`src/rfm_pkg.sv`:
```
// Shared types, constants and helper functions for the record FIFO with metadata.
// Used by rfm_ctrl, rfm_dp and record_fifo_with_meta; depends on nothing.
`timescale 1ns / 1ps
`default_nettype none

package rfm_pkg;

   localparam int MAX_SLOTS  = 16;
   localparam int MAX_DATA   = 32;
   localparam int MAX_META   = 8;
   localparam int SLOT_BYTES = MAX_DATA + MAX_META;

   localparam int SLOT_W  = (MAX_SLOTS > 1) ? $clog2(MAX_SLOTS) : 1;
   localparam int OFF_W   = $clog2(SLOT_BYTES);
   localparam int BYTE_AW = $clog2(MAX_SLOTS * SLOT_BYTES);

   localparam int MODE_W  = 3;
   localparam int VAL_W   = 8;
   localparam int STS_W   = 3;
   localparam int KIND_W  = 2;
   localparam int DLEN_W  = 6;
   localparam int MLEN_W  = 4;
   localparam int CNT_W   = 5;
   localparam int CSR_AW  = 2;
   localparam int CSR_DW  = 6;

   localparam logic [DLEN_W-1:0] DATA_LIMIT_RST = 6'd32;
   localparam logic [MLEN_W-1:0] META_LIMIT_RST = 4'd8;
   localparam logic [CNT_W-1:0]  SLOT_COUNT_RST = 5'd16;

   typedef enum logic [CSR_AW-1:0] {
      CSR_DATA_LIMIT = 2'd0,
      CSR_META_LIMIT = 2'd1,
      CSR_SLOT_COUNT = 2'd2
   } csr_idx_type;

   typedef enum logic [MODE_W-1:0] {
      MODE_DATA   = 3'd0,
      MODE_META   = 3'd1,
      MODE_COMMIT = 3'd2,
      MODE_POP    = 3'd3,
      MODE_READ   = 3'd4,
      MODE_CLEAR  = 3'd5
   } mode_type;

   typedef enum logic [STS_W-1:0] {
      STS_OK    = 3'd0,
      STS_FULL  = 3'd1,
      STS_DLONG = 3'd2,
      STS_MLONG = 3'd3,
      STS_EMPTY = 3'd4
   } status_type;

   typedef enum logic [KIND_W-1:0] {
      KIND_HDR  = 2'd0,
      KIND_DATA = 2'd1,
      KIND_META = 2'd2
   } kind_type;

   typedef enum logic [1:0] {
      VIEW_ACK  = 2'd0,
      VIEW_HDR  = 2'd1,
      VIEW_BYTE = 2'd2
   } view_type;

   typedef enum logic [2:0] {
      S_IDLE,
      S_COPY,
      S_COPY_END,
      S_ACK,
      S_HDR,
      S_BYTE
   } state_type;

   typedef struct packed {
      logic       stage_data;
      logic       stage_meta;
      logic       commit_reject;
      logic       commit_start;
      logic       copy_step;
      logic       commit_done;
      logic       pop;
      logic       clear;
      logic       ack_ld;
      status_type ack_status;
      logic       hd_start;
      logic       hd_step;
      view_type   view;
   } ctl_cmd_type;

   typedef struct packed {
      status_type commit_status;
      logic       stage_none;
      logic       empty;
      logic       copy_last;
      logic       hd_last;
      logic       byte_last;
   } dp_sts_type;

   // offset of the first stored byte of a record, data region first
   function automatic logic [OFF_W-1:0] first_off(input logic [DLEN_W-1:0] dl);
      logic [OFF_W-1:0] r;
      r = (dl != '0) ? '0 : OFF_W'(MAX_DATA);
      return r;
   endfunction

   function automatic logic has_next(input logic [OFF_W-1:0]  off,
                                     input logic [DLEN_W-1:0] dl,
                                     input logic [MLEN_W-1:0] ml);
      logic r;
      if (int'(off) < MAX_DATA) begin
         r = (int'(off) + 1 < int'(dl)) || (ml != '0);
      end else begin
         r = (int'(off) - MAX_DATA + 1 < int'(ml));
      end
      return r;
   endfunction

   function automatic logic [OFF_W-1:0] next_off(input logic [OFF_W-1:0]  off,
                                                 input logic [DLEN_W-1:0] dl);
      logic [OFF_W-1:0] r;
      if ((int'(off) < MAX_DATA) && (int'(off) + 1 >= int'(dl))) begin
         r = OFF_W'(MAX_DATA);
      end else begin
         r = OFF_W'(int'(off) + 1);
      end
      return r;
   endfunction

   function automatic logic [BYTE_AW-1:0] byte_addr(input logic [SLOT_W-1:0] s,
                                                    input logic [OFF_W-1:0]  off);
      return BYTE_AW'(int'(s) * SLOT_BYTES + int'(off));
   endfunction

   function automatic logic [SLOT_W-1:0] next_slot(input logic [SLOT_W-1:0] s,
                                                   input logic [CNT_W-1:0]  eff);
      logic [SLOT_W-1:0] r;
      if (int'(s) + 1 >= int'(eff)) begin
         r = '0;
      end else begin
         r = SLOT_W'(int'(s) + 1);
      end
      return r;
   endfunction

endpackage

`default_nettype wire

```
`src/rfm_ctrl.sv`:
```
// Request sequencer for the record FIFO: decodes requests and steps commits and head reads.
// Depends on rfm_pkg; drives rfm_dp through ctl_cmd_type.
`timescale 1ns / 1ps
`default_nettype none

module rfm_ctrl (
   input  wire logic                        clock,
   input  wire logic                        reset,
   input  wire logic                        req_valid,
   input  wire logic [rfm_pkg::MODE_W-1:0]  req_mode,
   output logic                             req_stall,
   output logic                             rsp_valid,
   input  wire logic                        rsp_stall,
   input  wire rfm_pkg::dp_sts_type         sts,
   output rfm_pkg::ctl_cmd_type             cmd
);
   import rfm_pkg::*;

   state_type state_ff, state_in;

   always_ff @(posedge clock) begin
      if (reset) begin
         state_ff <= S_IDLE;
      end else begin
         state_ff <= state_in;
      end
   end

   always_comb begin
      state_in       = state_ff;
      cmd            = '0;
      cmd.ack_status = STS_OK;
      cmd.view       = VIEW_ACK;
      req_stall      = 1'b1;
      rsp_valid      = 1'b0;

      unique case (state_ff)
         S_IDLE: begin
            req_stall = 1'b0;
            if (req_valid) begin
               unique case (req_mode)
                  MODE_DATA: cmd.stage_data = 1'b1;
                  MODE_META: cmd.stage_meta = 1'b1;
                  MODE_COMMIT: begin
                     cmd.ack_ld     = 1'b1;
                     cmd.ack_status = sts.commit_status;
                     if (sts.commit_status != STS_OK) begin
                        cmd.commit_reject = 1'b1;
                        state_in          = S_ACK;
                     end else if (sts.stage_none) begin
                        cmd.commit_done = 1'b1;
                        state_in        = S_ACK;
                     end else begin
                        cmd.commit_start = 1'b1;
                        state_in         = S_COPY;
                     end
                  end
                  MODE_POP: begin
                     cmd.ack_ld = 1'b1;
                     if (sts.empty) begin
                        cmd.ack_status = STS_EMPTY;
                     end else begin
                        cmd.pop = 1'b1;
                     end
                     state_in = S_ACK;
                  end
                  MODE_READ: begin
                     if (sts.empty) begin
                        cmd.ack_ld     = 1'b1;
                        cmd.ack_status = STS_EMPTY;
                        state_in       = S_ACK;
                     end else begin
                        state_in = S_HDR;
                     end
                  end
                  MODE_CLEAR: begin
                     cmd.clear  = 1'b1;
                     cmd.ack_ld = 1'b1;
                     state_in   = S_ACK;
                  end
                  default: ;
               endcase
            end
         end
         S_COPY: begin
            cmd.copy_step = 1'b1;
            if (sts.copy_last) begin
               state_in = S_COPY_END;
            end
         end
         S_COPY_END: begin
            cmd.commit_done = 1'b1;
            state_in        = S_ACK;
         end
         S_ACK: begin
            rsp_valid = 1'b1;
            if (!rsp_stall) begin
               state_in = S_IDLE;
            end
         end
         S_HDR: begin
            rsp_valid = 1'b1;
            cmd.view  = VIEW_HDR;
            if (!rsp_stall) begin
               if (sts.hd_last) begin
                  state_in = S_IDLE;
               end else begin
                  cmd.hd_start = 1'b1;
                  state_in     = S_BYTE;
               end
            end
         end
         S_BYTE: begin
            rsp_valid = 1'b1;
            cmd.view  = VIEW_BYTE;
            if (!rsp_stall) begin
               if (sts.byte_last) begin
                  state_in = S_IDLE;
               end else begin
                  cmd.hd_step = 1'b1;
               end
            end
         end
         default: state_in = S_IDLE;
      endcase
   end

   a_one_side: assert property (@(posedge clock) disable iff (reset)
      !(rsp_valid && !req_stall))
      else $error("request taken while a response is pending");

   a_copy_end: assert property (@(posedge clock) disable iff (reset)
      (state_ff == S_COPY && sts.copy_last) |=> state_ff == S_COPY_END)
      else $error("copy did not finish after its last byte");

   a_ack_done: assert property (@(posedge clock) disable iff (reset)
      (state_ff == S_ACK && !rsp_stall) |=> state_ff == S_IDLE)
      else $error("acknowledge taken but sequencer not idle");

endmodule

`default_nettype wire

```
`config.mk`:
```
export PLATFORM = sky130hd
export DESIGN_NAME = rfm_ctrl
export DESIGN_NICKNAME = d
export VERILOG_FILES = /design/src/rfm_pkg.sv /design/src/rfm_ctrl.sv
export SDC_FILE = /design/constraint.sdc
export NUM_CORES = 1
export LEC_CHECK = 0
export BUFFER_PORTS_ARGS = -buffer_cell sky130_fd_sc_hd__buf_4
export CORE_AREA = 2 2 39 41
export CTS_CLUSTER_DIAMETER = 200
export DETAILED_ROUTE_END_ITERATION = 8
export DIE_AREA = 0 0 41 43
export PLACE_DENSITY = 0.7
export SLEW_MARGIN = 20
export SYNTH_ARGS = -nofsm -noshare
export SYNTH_HDL_FRONTEND = slang
export SYNTH_SLANG_ARGS = --single-unit
```
`constraint.sdc`:
```
create_clock -name clock -period 3.9 [get_ports clock]
set_clock_uncertainty 0.1 [all_clocks]
set_input_delay 0.195 -clock clock [delete_from_list [all_inputs] [get_ports clock]]
set_output_delay 0.195 -clock clock [all_outputs]
set_load 0.03 [all_outputs]
```
==> results.ini <==
[status]
status=complete, no violations

[pwr]
power_frac_seq_pct=21.8
p_total_mw=0.260
clkPwrFrac_pct=20.8
p_int_mw=0.138
switching_share_pct=47.0
pwr-share-comb_pct=57.4
p_leak_nw=0.328
p_per_area_nw_per_um2=363
power.net_switching_mw=0.122
vdd_drop_max_v=0.000195

[clock_tree]
ctsHoldBuffers=0
cts_resized=0
cts_tree=done
clk_latency_ns=0.23
cts_made_buffers=3
cts-root-buf=clkbuf_4
cts_setup_buffers=0
cts.sinks=3
cts_buffer_depth=2
htreeDepth=1
clk_pin_slew_ns=0.04

[critical_path]
worstPathRequired_ns=3.61
path_class=reg2out
critical-path-top-delay-family=simple AND/OR/NAND/NOR gates
crit_buf_inv=1
path_cells=nor3_2, nand2_1, nor3_1, a32o_1, buf_4
cp.arrival_ns=1.78
max_stage_delay_ns=0.40
startpoint_type=flip-flop
crit_fanout=10
endpoint_kind=primary output
cp_slowest_cell=dfxtp_1

[global_routing]
met3_usage_pct=3.14
grt_max_degree=13
grt_pass1_wl_um=2080
grt_pass1_vias=525
antenna_found_initial=0
grtUsageMet1_pct=22.3
grt_usage_pct=16.3
grt.met2_usage_pct=25.3
busiest_layer=met2
gr-total-overflow=0

[synth]
netlist_area_um2=467
async_reset_ff_share_pct=0
synth_warnings=0
synth.distinct_cells=31
ys_ff_latch=3
synth_top_area_cell=dfxtp_1
synth.area.top_cells=dfxtp_1 (13%), nor2_1 (8.8%), nor3_1 (7.5%)
synth_nets=85
synth_edf_count=0
synth-seq-area-share_pct=12.9
synth.avg_cell_area_um2=6.67
synthCells=70
synth_top_area_share_pct=12.9
ys.flop_type=dfxtp_1

[timing]
final.period_utilization_pct=53.3
tightestPinTransition_ns=0.543
setup_viol=0
rsz0062_at_grt=no
maxSlewHeadroom_pct=63.3
hold_violations=0
fin_crit_ns=2.08
slew_viol_final=0
setup_tns_ns=0
fmaxAchievable_mhz=481

[layout]
top_register=state_ff
nFillCells=163
num_antenna_cells=0
nets=117
largest_reg_flops=3
syn2layout_area_growth_pct=53.6
utilization_pct=51.8
drive_gt1_share_pct=39.6
reg.largest.list=state_ff (3)

[floorplan]
die_h_um=43
core_area_um2=1380
dieArea_um2=1760
placementRows=14
die_w_um=41
ioPinCount=33
start_util_pct=33.7

[drt]
drt_iter0_markers=4
drt_pre_antenna_iters=4
ant_nets=0
via_per_inst=5.09
wl_per_cell_um=10.7
drt-total-wl_um=1260
vias=595
drc=0

[worst_hold_path]
min_path_type=in2reg

[job]
cap_violations=0

[placement]
hpwl_um=1010
numPortBuffers=32
gp_congestion=0.708

[power groups by stage]
stage	combinational, mW	clock, mW	sequential, mW
6_report	0.149	0.0542	0.0567
5_1_grt	0.164	0.0627	0.0601
4_1_cts	0.151	0.0569	0.0563
3_5_place_dp	0.150	0	0.0570
3_3_place_gp	0.149	0	0.0571
2_1_floorplan	0.119	0	0.0407
[stage by stage]
stage | instance area (um2) | hold WS, ns | instances | setup slack (ns)
after global placement | 691 | 0.273 | 113 | 2.04
after CTS | 717 | 0.0287 | 117 | 1.81
after detailed placement | 691 | 0.277 | 113 | 2.06
after floorplan | 467 | 0.164 | 70 | 1.87
final | 717 | 0.0340 | 117 | 1.82
after global routing | 717 | 0.0225 | 117 | 1.62
[layer usage]
metal / wire length (um) / vias to the layer above
li1: - / 313
met1: 580 / 259
met2: 592 / 23
met3: 84 / 0
met4: 0 / 0
met5: 0 / -
[area by class of cell]
cell class                      instances  area (um2)  area share [%]
Clock buffer                            4        26.3            3.66
Inverter                                3        11.3            1.57
Multi-Input combinational cell         59         359            50.1
Sequential cell                         3        60.1            8.38
Tap cell                               16        20.0            2.79
Timing Repair Buffer                   32         240            33.5
[cells in the final DEF, fill, tap and decap left out, types with 2 or more instances in the layout]
cell and count:
buf_4 32, nor2_1 11, nor3_1 7, nor2b_1 5
a21oi_1 5, nand2_1 4, nand2b_1 3, inv_1 3
nand3_1 3, clkbuf_4 3, dfxtp_1 3, o21ai_0 2
mux2i_1 2, or4_1 2
[synthesized netlist by cell type (2+ instances only)]
cell	n
a21oi_1	5
buf_4	2
dfxtp_1	3
inv_1	3
mux2i_1	2
nand2_1	4
nand2b_1	3
nand3_1	3
nor2_1	11
nor2b_1	5
nor3_1	7
o21ai_0	2
or4_1	2
[logic make-up (layout without fill, tap and decap cells)]
kind of cell / count (synthesis) / in the layout / share of synthesized area, %
AO/OA/AOI/OAI: 13 / 13 / 20.6
XOR/XNOR: 1 / 1 / 1.88
buffers and inverters: 8 / 39 / 10.2
flip-flops: 3 / 3 / 12.9
multiplexers: 2 / 2 / 4.29
AND/OR/NAND/NOR: 43 / 43 / 50.1
[path summary, 6_finish.rpt]
path	from	endpoint	slack, ns	cells past startpoint
max	state_ff[2]$_SDFFE_PP0P_	cmd[10]	1.82	5
min	reset	state_ff[2]$_SDFFE_PP0P_	0.03	2
max reg2reg	state_ff[2]$_SDFFE_PP0P_	state_ff[1]$_SDFFE_PP0P_	2.13	5
min reg2reg	state_ff[2]$_SDFFE_PP0P_	state_ff[2]$_SDFFE_PP0P_	0.54	2
Power figures use the tool's default switching activity.
